==> config.mk <==
export PLATFORM = sky130hd
export DESIGN_NAME = disk_request_queue_retry_core
export DESIGN_NICKNAME = d
export VERILOG_FILES = /design/src/hw/rtl/drqr_pkg.sv /design/src/hw/rtl/drqr_front.sv /design/src/hw/rtl/drqr_back.sv /design/src/hw/rtl/drqr_outq.sv /design/src/hw/rtl/disk_request_queue_retry_core.sv
export VERILOG_INCLUDE_DIRS = /design/src /design/src/hw/rtl
export SDC_FILE = /design/constraint.sdc
export NUM_CORES = 1
export LEC_CHECK = 0
export BUFFER_PORTS_ARGS = -buffer_cell sky130_fd_sc_hd__buf_2
export CAP_MARGIN = 20
export CORE_AREA = 2 2 367 278
export DETAILED_ROUTE_END_ITERATION = 7
export DIE_AREA = 0 0 369 280
export GPL_TIMING_DRIVEN = 0
export HOLD_SLACK_MARGIN = 0.08
export PLACE_DENSITY_LB_ADDON = 0.12
export SYNTH_ARGS = -nofsm -noshare
export SYNTH_HDL_FRONTEND = slang
export SYNTH_SLANG_ARGS = --single-unit
==> constraint.sdc <==
create_clock -name clk -period 7.7 [get_ports clk]
set_clock_uncertainty 0.1 [all_clocks]
set_input_delay 1.155 -clock clk [delete_from_list [all_inputs] [get_ports clk]]
set_output_delay 1.155 -clock clk [all_outputs]
set_load 0.05 [all_outputs]
==> src/hw/rtl/disk_request_queue_retry_core_assert.svh <==
// ----------------------------------------------------------------------------
// Assertion macros for the disk request queue
// Shared implication checks, sampled on the rising clock edge and held off
// during reset.
// ----------------------------------------------------------------------------
`ifndef DISK_REQUEST_QUEUE_RETRY_CORE_ASSERT_SVH
`define DISK_REQUEST_QUEUE_RETRY_CORE_ASSERT_SVH

// Same-cycle implication.
`define DRQR_ASSERT_IMPL(lbl, clk, rst_n, ante, cons) \
	lbl: assert property (@(posedge clk) disable iff (!rst_n) (ante) |-> (cons)) \
		else $error("drqr assertion failed");

// Next-cycle implication.
`define DRQR_ASSERT_NEXT(lbl, clk, rst_n, ante, cons) \
	lbl: assert property (@(posedge clk) disable iff (!rst_n) (ante) |=> (cons)) \
		else $error("drqr assertion failed");

`endif

==> src/hw/rtl/drqr_pkg.sv <==
// ----------------------------------------------------------------------------
// drqr_pkg
// Types, codes and helper functions shared by the disk request queue modules.
// ----------------------------------------------------------------------------
`default_nettype none

package drqr_pkg;

	localparam int QUEUE_DEPTH = 8;
	localparam int QPTR_W      = (QUEUE_DEPTH > 1) ? $clog2(QUEUE_DEPTH) : 1;
	localparam int QCNT_W      = $clog2(QUEUE_DEPTH + 1);

	localparam int OUTQ_DEPTH  = 4;
	localparam int OPTR_W      = $clog2(OUTQ_DEPTH);
	localparam int OCNT_W      = $clog2(OUTQ_DEPTH + 1);

	localparam int CFG_IDX_W   = 2;
	localparam int CFG_DATA_W  = 16;

	localparam logic [15:0] DISK_BLOCKS_RESET = 16'd1024;
	localparam logic [3:0]  RETRY_LIMIT_RESET = 4'd10;

	// Controller control word bits.
	localparam logic [7:0] CTL_IENB  = 8'h40;
	localparam logic [7:0] CTL_READ  = 8'h04;
	localparam logic [7:0] CTL_WRITE = 8'h02;
	localparam logic [7:0] CTL_GO    = 8'h01;

	localparam logic CMD_SUBMIT   = 1'b0;
	localparam logic CMD_COMPLETE = 1'b1;

	localparam logic [CFG_IDX_W-1:0] REG_DISK_BLOCKS = 2'd0;
	localparam logic [CFG_IDX_W-1:0] REG_RETRY_LIMIT = 2'd1;

	typedef enum logic [1:0] {
		OP_SUBMIT   = 2'd0,
		OP_REJECT   = 2'd1,
		OP_COMPLETE = 2'd2
	} op_t;

	typedef enum logic {
		KIND_ISSUE  = 1'b0,
		KIND_FINISH = 1'b1
	} kind_t;

	typedef enum logic [1:0] {
		ST_OK     = 2'd0,
		ST_RANGE  = 2'd1,
		ST_FAILED = 2'd2,
		ST_FULL   = 2'd3
	} status_t;

	typedef struct packed {
		logic [7:0]  tag;
		logic [15:0] block;
		logic        is_read;
		logic [15:0] addr;
		logic [15:0] count;
	} req_t;

	typedef struct packed {
		op_t  op;
		req_t req;
		logic dev_err;
	} item_t;

	typedef struct packed {
		kind_t       kind;
		logic [7:0]  tag;
		status_t     status;
		logic [7:0]  ctl;
		logic [15:0] bus_addr;
		logic [15:0] xfer_count;
		logic [15:0] dal;
		logic [7:0]  dae;
		logic        last;
	} res_t;

	typedef struct packed {
		logic push0;
		logic push1;
		res_t r0;
		res_t r1;
	} res_push_t;

	function automatic logic [QPTR_W-1:0] qptr_inc(input logic [QPTR_W-1:0] p);
		logic [QPTR_W-1:0] n;
		if (p == QPTR_W'(QUEUE_DEPTH - 1)) begin
			n = '0;
		end else begin
			n = p + QPTR_W'(1);
		end
		return n;
	endfunction

	function automatic res_t make_issue(input req_t q, input logic lst);
		res_t r;
		r.kind       = KIND_ISSUE;
		r.tag        = q.tag;
		r.status     = ST_OK;
		r.ctl        = CTL_IENB | CTL_GO | (q.is_read ? CTL_READ : CTL_WRITE);
		r.bus_addr   = q.addr;
		r.xfer_count = q.count;
		r.dal        = {q.block[7:0], 8'h00};
		r.dae        = q.block[15:8];
		r.last       = lst;
		return r;
	endfunction

	function automatic res_t make_finish(input logic [7:0] tag, input status_t st,
			input logic lst);
		res_t r;
		r            = '0;
		r.kind       = KIND_FINISH;
		r.tag        = tag;
		r.status     = st;
		r.last       = lst;
		return r;
	endfunction

endpackage

`default_nettype wire

==> src/hw/rtl/drqr_front.sv <==
// ----------------------------------------------------------------------------
// drqr_front
// Accepts input words, checks the block range and holds them in a two-entry
// queue until the back end takes them.
// ----------------------------------------------------------------------------
`default_nettype none

module drqr_front (
	input  wire logic                clk,
	input  wire logic                arst_n,
	input  wire logic                push,
	output logic                     full,
	input  wire logic                command,
	input  wire logic [7:0]          request_tag,
	input  wire logic [15:0]         block_number,
	input  wire logic                is_read,
	input  wire logic [15:0]         buffer_address,
	input  wire logic [15:0]         word_count,
	input  wire logic                device_error,
	input  wire logic [15:0]         disk_blocks,
	output logic                     op_valid,
	output drqr_pkg::item_t          op_item,
	input  wire logic                op_pop
);

	drqr_pkg::item_t slot_q [2];
	logic            head_q;
	logic [1:0]      cnt_q;
	drqr_pkg::item_t in_item;
	logic            wr_en;
	logic            rd_en;
	logic            wr_idx;

	always_comb begin
		in_item.req.tag     = request_tag;
		in_item.req.block   = block_number;
		in_item.req.is_read = is_read;
		in_item.req.addr    = buffer_address;
		in_item.req.count   = word_count;
		in_item.dev_err     = device_error;
		if (command == drqr_pkg::CMD_COMPLETE) begin
			in_item.op = drqr_pkg::OP_COMPLETE;
		end else if (block_number >= disk_blocks) begin
			in_item.op = drqr_pkg::OP_REJECT;
		end else begin
			in_item.op = drqr_pkg::OP_SUBMIT;
		end
	end

	assign full     = (cnt_q == 2'd2);
	assign op_valid = (cnt_q != 2'd0);
	assign op_item  = slot_q[head_q];
	assign wr_en    = push && !full;
	assign rd_en    = op_pop && op_valid;
	assign wr_idx   = head_q ^ cnt_q[0];

	always_ff @(posedge clk) begin
		if (wr_en) begin
			slot_q[wr_idx] <= in_item;
		end
	end

	always_ff @(posedge clk or negedge arst_n) begin
		if (!arst_n) begin
			head_q <= 1'b0;
			cnt_q  <= 2'd0;
		end else begin
			if (rd_en) begin
				head_q <= ~head_q;
			end
			cnt_q <= cnt_q + {1'b0, wr_en} - {1'b0, rd_en};
		end
	end

endmodule

`default_nettype wire

==> src/hw/rtl/drqr_back.sv <==
// ----------------------------------------------------------------------------
// drqr_back
// Request queue, drive state and retry counter. Carries out one word a cycle
// while the output queue has room for two results, and hands up to two results to it.
// ----------------------------------------------------------------------------
`default_nettype none

`include "disk_request_queue_retry_core_assert.svh"

module drqr_back (
	input  wire logic                clk,
	input  wire logic                arst_n,
	input  wire logic                op_valid,
	input  wire drqr_pkg::item_t     op_item,
	output logic                     op_pop,
	input  wire logic                space_ok,
	input  wire logic [3:0]          retry_limit,
	output drqr_pkg::res_push_t      res_out
);

	drqr_pkg::req_t                  fifo_q [drqr_pkg::QUEUE_DEPTH];
	logic [drqr_pkg::QPTR_W-1:0]     head_q;
	logic [drqr_pkg::QPTR_W-1:0]     tail_q;
	logic [drqr_pkg::QCNT_W-1:0]     cnt_q;
	logic                            active_q;
	logic [3:0]                      tally_q;
	drqr_pkg::req_t                  cur_q;

	logic [drqr_pkg::QPTR_W-1:0]     head_nxt;
	logic [drqr_pkg::QPTR_W-1:0]     tail_d;
	logic [drqr_pkg::QPTR_W-1:0]     head_d;
	logic [drqr_pkg::QCNT_W-1:0]     cnt_d;
	logic                            active_d;
	logic [3:0]                      tally_d;
	drqr_pkg::req_t                  cur_d;
	drqr_pkg::req_t                  next_req;
	logic                            fifo_we;
	logic [4:0]                      tally_inc;
	logic                            fire;

	assign fire      = op_valid && space_ok;
	assign op_pop    = fire;
	assign head_nxt  = drqr_pkg::qptr_inc(head_q);
	assign next_req  = fifo_q[head_nxt];
	assign tally_inc = {1'b0, tally_q} + 5'd1;

	always_comb begin
		head_d   = head_q;
		tail_d   = tail_q;
		cnt_d    = cnt_q;
		active_d = active_q;
		tally_d  = tally_q;
		cur_d    = cur_q;
		fifo_we  = 1'b0;
		res_out  = '0;
		if (fire) begin
			case (op_item.op)
				drqr_pkg::OP_REJECT: begin
					res_out.push0 = 1'b1;
					res_out.r0    = drqr_pkg::make_finish(op_item.req.tag,
						drqr_pkg::ST_RANGE, 1'b1);
				end
				drqr_pkg::OP_SUBMIT: begin
					if (cnt_q == drqr_pkg::QCNT_W'(drqr_pkg::QUEUE_DEPTH)) begin
						res_out.push0 = 1'b1;
						res_out.r0    = drqr_pkg::make_finish(op_item.req.tag,
							drqr_pkg::ST_FULL, 1'b1);
					end else begin
						fifo_we = 1'b1;
						tail_d  = drqr_pkg::qptr_inc(tail_q);
						cnt_d   = cnt_q + drqr_pkg::QCNT_W'(1);
						// An idle drive always has an empty queue, so the new
						// request is the head and goes out at once.
						if (!active_q) begin
							active_d      = 1'b1;
							cur_d         = op_item.req;
							res_out.push0 = 1'b1;
							res_out.r0    = drqr_pkg::make_issue(op_item.req, 1'b1);
						end
					end
				end
				drqr_pkg::OP_COMPLETE: begin
					active_d = 1'b0;
					if (active_q && cnt_q != '0) begin
						if (op_item.dev_err && tally_inc <= {1'b0, retry_limit}) begin
							tally_d       = tally_inc[3:0];
							active_d      = 1'b1;
							res_out.push0 = 1'b1;
							res_out.r0    = drqr_pkg::make_issue(cur_q, 1'b1);
						end else begin
							tally_d       = 4'd0;
							head_d        = head_nxt;
							cnt_d         = cnt_q - drqr_pkg::QCNT_W'(1);
							res_out.push0 = 1'b1;
							res_out.r0    = drqr_pkg::make_finish(cur_q.tag,
								op_item.dev_err ? drqr_pkg::ST_FAILED : drqr_pkg::ST_OK,
								cnt_q == drqr_pkg::QCNT_W'(1));
							if (cnt_q != drqr_pkg::QCNT_W'(1)) begin
								active_d      = 1'b1;
								cur_d         = next_req;
								res_out.push1 = 1'b1;
								res_out.r1    = drqr_pkg::make_issue(next_req, 1'b1);
							end
						end
					end
				end
				default: begin
				end
			endcase
		end
	end

	always_ff @(posedge clk) begin
		if (fifo_we) begin
			fifo_q[tail_q] <= op_item.req;
		end
		cur_q <= cur_d;
	end

	always_ff @(posedge clk or negedge arst_n) begin
		if (!arst_n) begin
			head_q   <= '0;
			tail_q   <= '0;
			cnt_q    <= '0;
			active_q <= 1'b0;
			tally_q  <= 4'd0;
		end else begin
			head_q   <= head_d;
			tail_q   <= tail_d;
			cnt_q    <= cnt_d;
			active_q <= active_d;
			tally_q  <= tally_d;
		end
	end

	`DRQR_ASSERT_IMPL(a_active_has_req, clk, arst_n, active_q, cnt_q != '0)
	`DRQR_ASSERT_IMPL(a_idle_no_tally, clk, arst_n, !active_q, tally_q == 4'd0)
	`DRQR_ASSERT_IMPL(a_cnt_bound, clk, arst_n, 1'b1,
		cnt_q <= drqr_pkg::QCNT_W'(drqr_pkg::QUEUE_DEPTH))

endmodule

`default_nettype wire

==> src/hw/rtl/drqr_outq.sv <==
// ----------------------------------------------------------------------------
// drqr_outq
// Result queue: takes up to two results a cycle from the back end and
// delivers one word a cycle to the consumer while it holds results.
// ----------------------------------------------------------------------------
`default_nettype none

`include "disk_request_queue_retry_core_assert.svh"

module drqr_outq (
	input  wire logic                clk,
	input  wire logic                arst_n,
	input  wire drqr_pkg::res_push_t res_in,
	output logic                     space_ok,
	output logic                     empty,
	input  wire logic                pop,
	output drqr_pkg::res_t           res_head
);

	drqr_pkg::res_t              slot_q [drqr_pkg::OUTQ_DEPTH];
	logic [drqr_pkg::OPTR_W-1:0] head_q;
	logic [drqr_pkg::OPTR_W-1:0] tail_q;
	logic [drqr_pkg::OCNT_W-1:0] cnt_q;
	logic [drqr_pkg::OPTR_W-1:0] tail_p1;
	logic                        rd_en;
	logic [drqr_pkg::OCNT_W-1:0] n_push;

	assign empty    = (cnt_q == '0);
	assign space_ok = (cnt_q <= drqr_pkg::OCNT_W'(drqr_pkg::OUTQ_DEPTH - 2));
	assign res_head = slot_q[head_q];
	assign rd_en    = pop && !empty;
	assign tail_p1  = tail_q + drqr_pkg::OPTR_W'(1);
	assign n_push   = drqr_pkg::OCNT_W'(res_in.push0) + drqr_pkg::OCNT_W'(res_in.push1);

	always_ff @(posedge clk) begin
		if (res_in.push0) begin
			slot_q[tail_q] <= res_in.r0;
		end
		if (res_in.push1) begin
			slot_q[tail_p1] <= res_in.r1;
		end
	end

	always_ff @(posedge clk or negedge arst_n) begin
		if (!arst_n) begin
			head_q <= '0;
			tail_q <= '0;
			cnt_q  <= '0;
		end else begin
			if (rd_en) begin
				head_q <= head_q + drqr_pkg::OPTR_W'(1);
			end
			tail_q <= tail_q + n_push[drqr_pkg::OPTR_W-1:0];
			cnt_q  <= cnt_q + n_push - drqr_pkg::OCNT_W'(rd_en);
		end
	end

	`DRQR_ASSERT_IMPL(a_push_order, clk, arst_n, res_in.push1, res_in.push0)
	`DRQR_ASSERT_IMPL(a_no_overflow, clk, arst_n, res_in.push0, space_ok)
	`DRQR_ASSERT_NEXT(a_push_shows, clk, arst_n, res_in.push0, !empty)

endmodule

`default_nettype wire

==> src/hw/rtl/disk_request_queue_retry_core.sv <==
// Results are written into the result queue and show on the result ports at its head.
// Throughput: one input word per cycle while full is low; the back end takes a word
// when the result queue has room for two, and the result side drains one word a cycle.
// Reset: asynchronous, active low; clears queues, drive state and retry count, and
// loads disk_blocks with 1024 and retry_limit with 10.
// ----------------------------------------------------------------------------
// disk_request_queue_retry_core
// Disk request queue with retry: front classifier, request queue engine and
// result queue, plus the two configuration registers.
// ----------------------------------------------------------------------------
`default_nettype none

module disk_request_queue_retry_core (
	input  wire logic                              clk,
	input  wire logic                              arst_n,
	input  wire logic                              push,
	output logic                                   full,
	input  wire logic                              command,
	input  wire logic [7:0]                        request_tag,
	input  wire logic [15:0]                       block_number,
	input  wire logic                              is_read,
	input  wire logic [15:0]                       buffer_address,
	input  wire logic [15:0]                       word_count,
	input  wire logic                              device_error,
	output logic                                   empty,
	input  wire logic                              pop,
	output logic                                   kind,
	output logic [7:0]                             result_tag,
	output logic [1:0]                             status,
	output logic [7:0]                             control_word,
	output logic [15:0]                            bus_address,
	output logic [15:0]                            transfer_count,
	output logic [15:0]                            disk_address_low,
	output logic [7:0]                             disk_address_ext,
	output logic                                   last,
	input  wire logic                              cfg_valid,
	output logic                                   cfg_ready,
	input  wire logic [drqr_pkg::CFG_IDX_W-1:0]    cfg_index,
	input  wire logic [drqr_pkg::CFG_DATA_W-1:0]   cfg_data
);

	logic [15:0]         disk_blocks_q;
	logic [3:0]          retry_limit_q;
	logic                op_valid;
	drqr_pkg::item_t     op_item;
	logic                op_pop;
	logic                space_ok;
	drqr_pkg::res_push_t res_push;
	drqr_pkg::res_t      res_head;

	assign cfg_ready = 1'b1;

	always_ff @(posedge clk or negedge arst_n) begin
		if (!arst_n) begin
			disk_blocks_q <= drqr_pkg::DISK_BLOCKS_RESET;
			retry_limit_q <= drqr_pkg::RETRY_LIMIT_RESET;
		end else if (cfg_valid && cfg_ready) begin
			unique case (cfg_index)
				drqr_pkg::REG_DISK_BLOCKS: disk_blocks_q <= cfg_data[15:0];
				drqr_pkg::REG_RETRY_LIMIT: retry_limit_q <= cfg_data[3:0];
				default: begin
				end
			endcase
		end
	end

	drqr_front u_front (
		.clk            (clk),
		.arst_n         (arst_n),
		.push           (push),
		.full           (full),
		.command        (command),
		.request_tag    (request_tag),
		.block_number   (block_number),
		.is_read        (is_read),
		.buffer_address (buffer_address),
		.word_count     (word_count),
		.device_error   (device_error),
		.disk_blocks    (disk_blocks_q),
		.op_valid       (op_valid),
		.op_item        (op_item),
		.op_pop         (op_pop)
	);

	drqr_back u_back (
		.clk         (clk),
		.arst_n      (arst_n),
		.op_valid    (op_valid),
		.op_item     (op_item),
		.op_pop      (op_pop),
		.space_ok    (space_ok),
		.retry_limit (retry_limit_q),
		.res_out     (res_push)
	);

	drqr_outq u_outq (
		.clk      (clk),
		.arst_n   (arst_n),
		.res_in   (res_push),
		.space_ok (space_ok),
		.empty    (empty),
		.pop      (pop),
		.res_head (res_head)
	);

	assign kind             = res_head.kind;
	assign result_tag       = res_head.tag;
	assign status           = res_head.status;
	assign control_word     = res_head.ctl;
	assign bus_address      = res_head.bus_addr;
	assign transfer_count   = res_head.xfer_count;
	assign disk_address_low = res_head.dal;
	assign disk_address_ext = res_head.dae;
	assign last             = res_head.last;

endmodule

`default_nettype wire
==> metrics.txt <==
WP data arrival=roughly 5 ns; total of max-cap violations=0; post-CTS setup buffers=0; WP data required=a little under 8 ns; overall routing resource usage=0.208; post-CTS resize count=0; Syn. warnings=0; CP max stage cell=nand4_2; CP Depth=11; VDD IR max=0.182 mV; Worst Path Class, Setup=reg -> reg; drt pass-1 iters=6; initial antenna violation count=4; TritonCTS clock tree=built; Initial Util=0.387; Synth Instances=between 2000 and 2500; first-pass GRT wire length=roughly 160000 µm; layout cells sized above 1=0.262; CTS Root Cell=clkbuf_16; Post-synth EDFFs=about 870; core area=100000 µm²; post-synth top area share=0.677; total die area=~100000 µm²; post-route ant nets=0; Longest Clk Path Bufs=3; DRT Wirelength=108000 µm; status=completed; register area share after synthesis=0.712; total global routing overflow=0; Reg2Reg Depth=11; final hold slack=about 0.3 ns; slew margin rel.=0.269; CP Capture Type=flop; Die H=280 µm; number of hold buffers added after cts=0; largest net degree at the start of global routing=37; Post-Place Cells=approximately 3900; Util after Layout=0.453; # IOs=between 150 and 200; Layout Nets=between 2000 and 3000; DRC=0; crit-path max FO=36; Post-synth top cells=873 x edfxtp_1, 273 x nand2_1, 176 x o22ai_1; post-synthesis cell area=approximately 39000 µm²; count of cell types in the netlist=~60; non-filler cells, final=4124; Tmin final=4.77 ns; WL/cell=roughly 26 µm; Avg Inst Size Synth=roughly 16 µm²; clock latency on the worst-skew pair=0.67 ns; row cnt=just over 100; Synth Register Bits=between 900 and 1000; Buf+Inv Stages, Crit Path=3; TNS Setup=0 ns; PwrDens=~420 nW/µm²; 1st-iter DRT viols=between 2000 and 3000; CTS sink count=930; Worst Setup SP=u_back.tally_q[0]; crit-path most repeated cell=ha_1; Critical Path Start Type=flop; vias in the first global route=23200; via count=roughly 23000; CTS H-tree lvls=3; worst slew pin tran=approximately 1.1 ns; dpl hpwl=75400 µm; Async S/R FF share, synth=0.0484; RSZ-0062 raised after global routing=false; RR Startpoint=u_back.tally_q[0]; final setup vio count=0; most instantiated library cell after synthesis=edfxtp_1; DR vias/cell=roughly 5.6; Worst path top cell family by delay=buffers and inverters; ranking of synthesized cells by area=edfxtp_1 68%, mux4_2 6.5%, o22ai_1 2.8%; leading area contributor after synthesis=edfxtp_1; Final Hold Violating Endpoints=0; Max Slew Vio Count=0; Top FF cell, synth=edfxtp_1; P&R area growth vs syn=17.2%; worst hold-check path type=in -> async; Lkg Pwr=around 15 nW; final period utilization=0.619; clk slew on worst S/H paths=0.07 ns; RePlAce Congestion=between 0.8 and 0.9; Die Width=369 µm; Max Clk Rate=210 MHz; slowest stage delay, CP=roughly 0.80 ns; clock buffer count from CTS=just under 100; # port buffers=roughly 150; worst-path cell chain=ha_1 > xor2_1 > ha_1 > o21ai_0 > a22oi_1 > a21o_1 > clkbuf_1 > nand4_2 > buf_2 > nand2_4 > buf_16
-- placed cells by master (no fill, tap or decap), drive strengths merged, types with 6 or more instances in the layout --
master,netlist,routed
nand2,274,274
and2,6,6
inv,36,40
xnor2,9,9
edfxtp,873,873
clkbuf,88,205
nand2b,6,6
mux2,66,66
clkinvlp,0,6
mux4,112,112
a31oi,10,10
nor2,23,23
nor2b,6,6
xor2,6,6
buf,89,289
mux2i,53,53
dfrtp,42,42
clkinv,0,37
a22oi,59,59
o21ai,136,136
bufinv,0,15
or2,50,50
a32oi,49,49
nand4,22,22
conb,2,13
a21o,7,7
dfxtp,12,12
nand3,32,32
a21oi,17,17
nor3,9,9
ha,36,36
o22ai,233,233
-- cell type report --
class	instances	area [µm²]
antenna	2	5.00
buffer	177	866
clock buffer	116	2520
clock inverter	62	728
fill	8740	54700
inverter	36	135
multi-input combinational	1261	10300
sequential	930	27600
tap	1339	1680
timing repair buffer	201	1560
-- metal layers --
layer  up-vias  wire length, µm  share of wire  track usage
li1      10100                -              -            -
met1     11900            48200           0.44        0.301
met2      1014            48600           0.45        0.318
met3       176             8680          0.080       0.0396
met4         0             2880          0.027       0.0614
met5         -                0              0            0
-- power by group --
part	switching (mW)	internal, mW
Combinational	4.96	2.04
Clock	1.97	2.84
Sequential	0.233	6.90
Total	7.17	11.8
-- worst register-to-register path, stage by stage (launching register included) --
cell and delay [ns]:
dfrtp_1 0.43, ha_1 0.27, xor2_1 0.17, ha_1 0.30, o21ai_0 0.08, a22oi_1 0.36, a21o_1 0.17, clkbuf_1 0.49
nand4_2 0.81, buf_2 0.50, nand2_4 0.40, buf_16 0.29
-- cells by family after synthesis --
logic type / synth area share
compound gates: 0.0967
xor+xnor: 0.00339
fa+ha+maj: 0.0121
buf+inv: 0.0258
flops: 0.712
mux: 0.0980
other cells: 0.000194
simple gates: 0.0514
-- sequential cells by signal, indices dropped and copies added (netlist names) --
signal	count
retry_limit_q	4
u_front.head_q	1
u_outq.tail_q	2
u_back.fifo_q	456
u_front.cnt_q	2
u_back.head_q	3
u_back.tail_q	3
u_outq.head_q	2
u_back.tally_q	4
u_back.cnt_q	4
u_front.slot_q	120
u_outq.cnt_q	3
disk_blocks_q	16
u_back.active_q	1
u_outq.slot_q	252
u_back.cur_q	57
-- path summary, 6_finish.rpt --
kind | to | slack (ns)
setup / recovery | u_outq.slot_q[3][32] | 2.93
hold / removal | u_back.head_q[0] | 0.30
setup reg to reg | u_outq.slot_q[3][32] | 2.93
hold reg to reg | u_outq.slot_q[2][75] | 0.38
max in group asynchronous | retry_limit_q[3] | 6.58
min in group clk | u_outq.slot_q[2][75] | 0.38
-- through the flow --
step | area (µm²) | setup slack (ns) | power [mW]
4_1_cts | 45300 | 2.97 | 19.1
5_1_grt | 45400 | 2.71 | 19.8
6_report | 45400 | 2.93 | 19.0
3_3_place_gp | 41200 | -3.56 | 14.0
3_5_place_dp | 42100 | 3.00 | 14.3
2_1_floorplan | 38800 | 0.640 | 11.7
(Power assumes the default switching activity.)
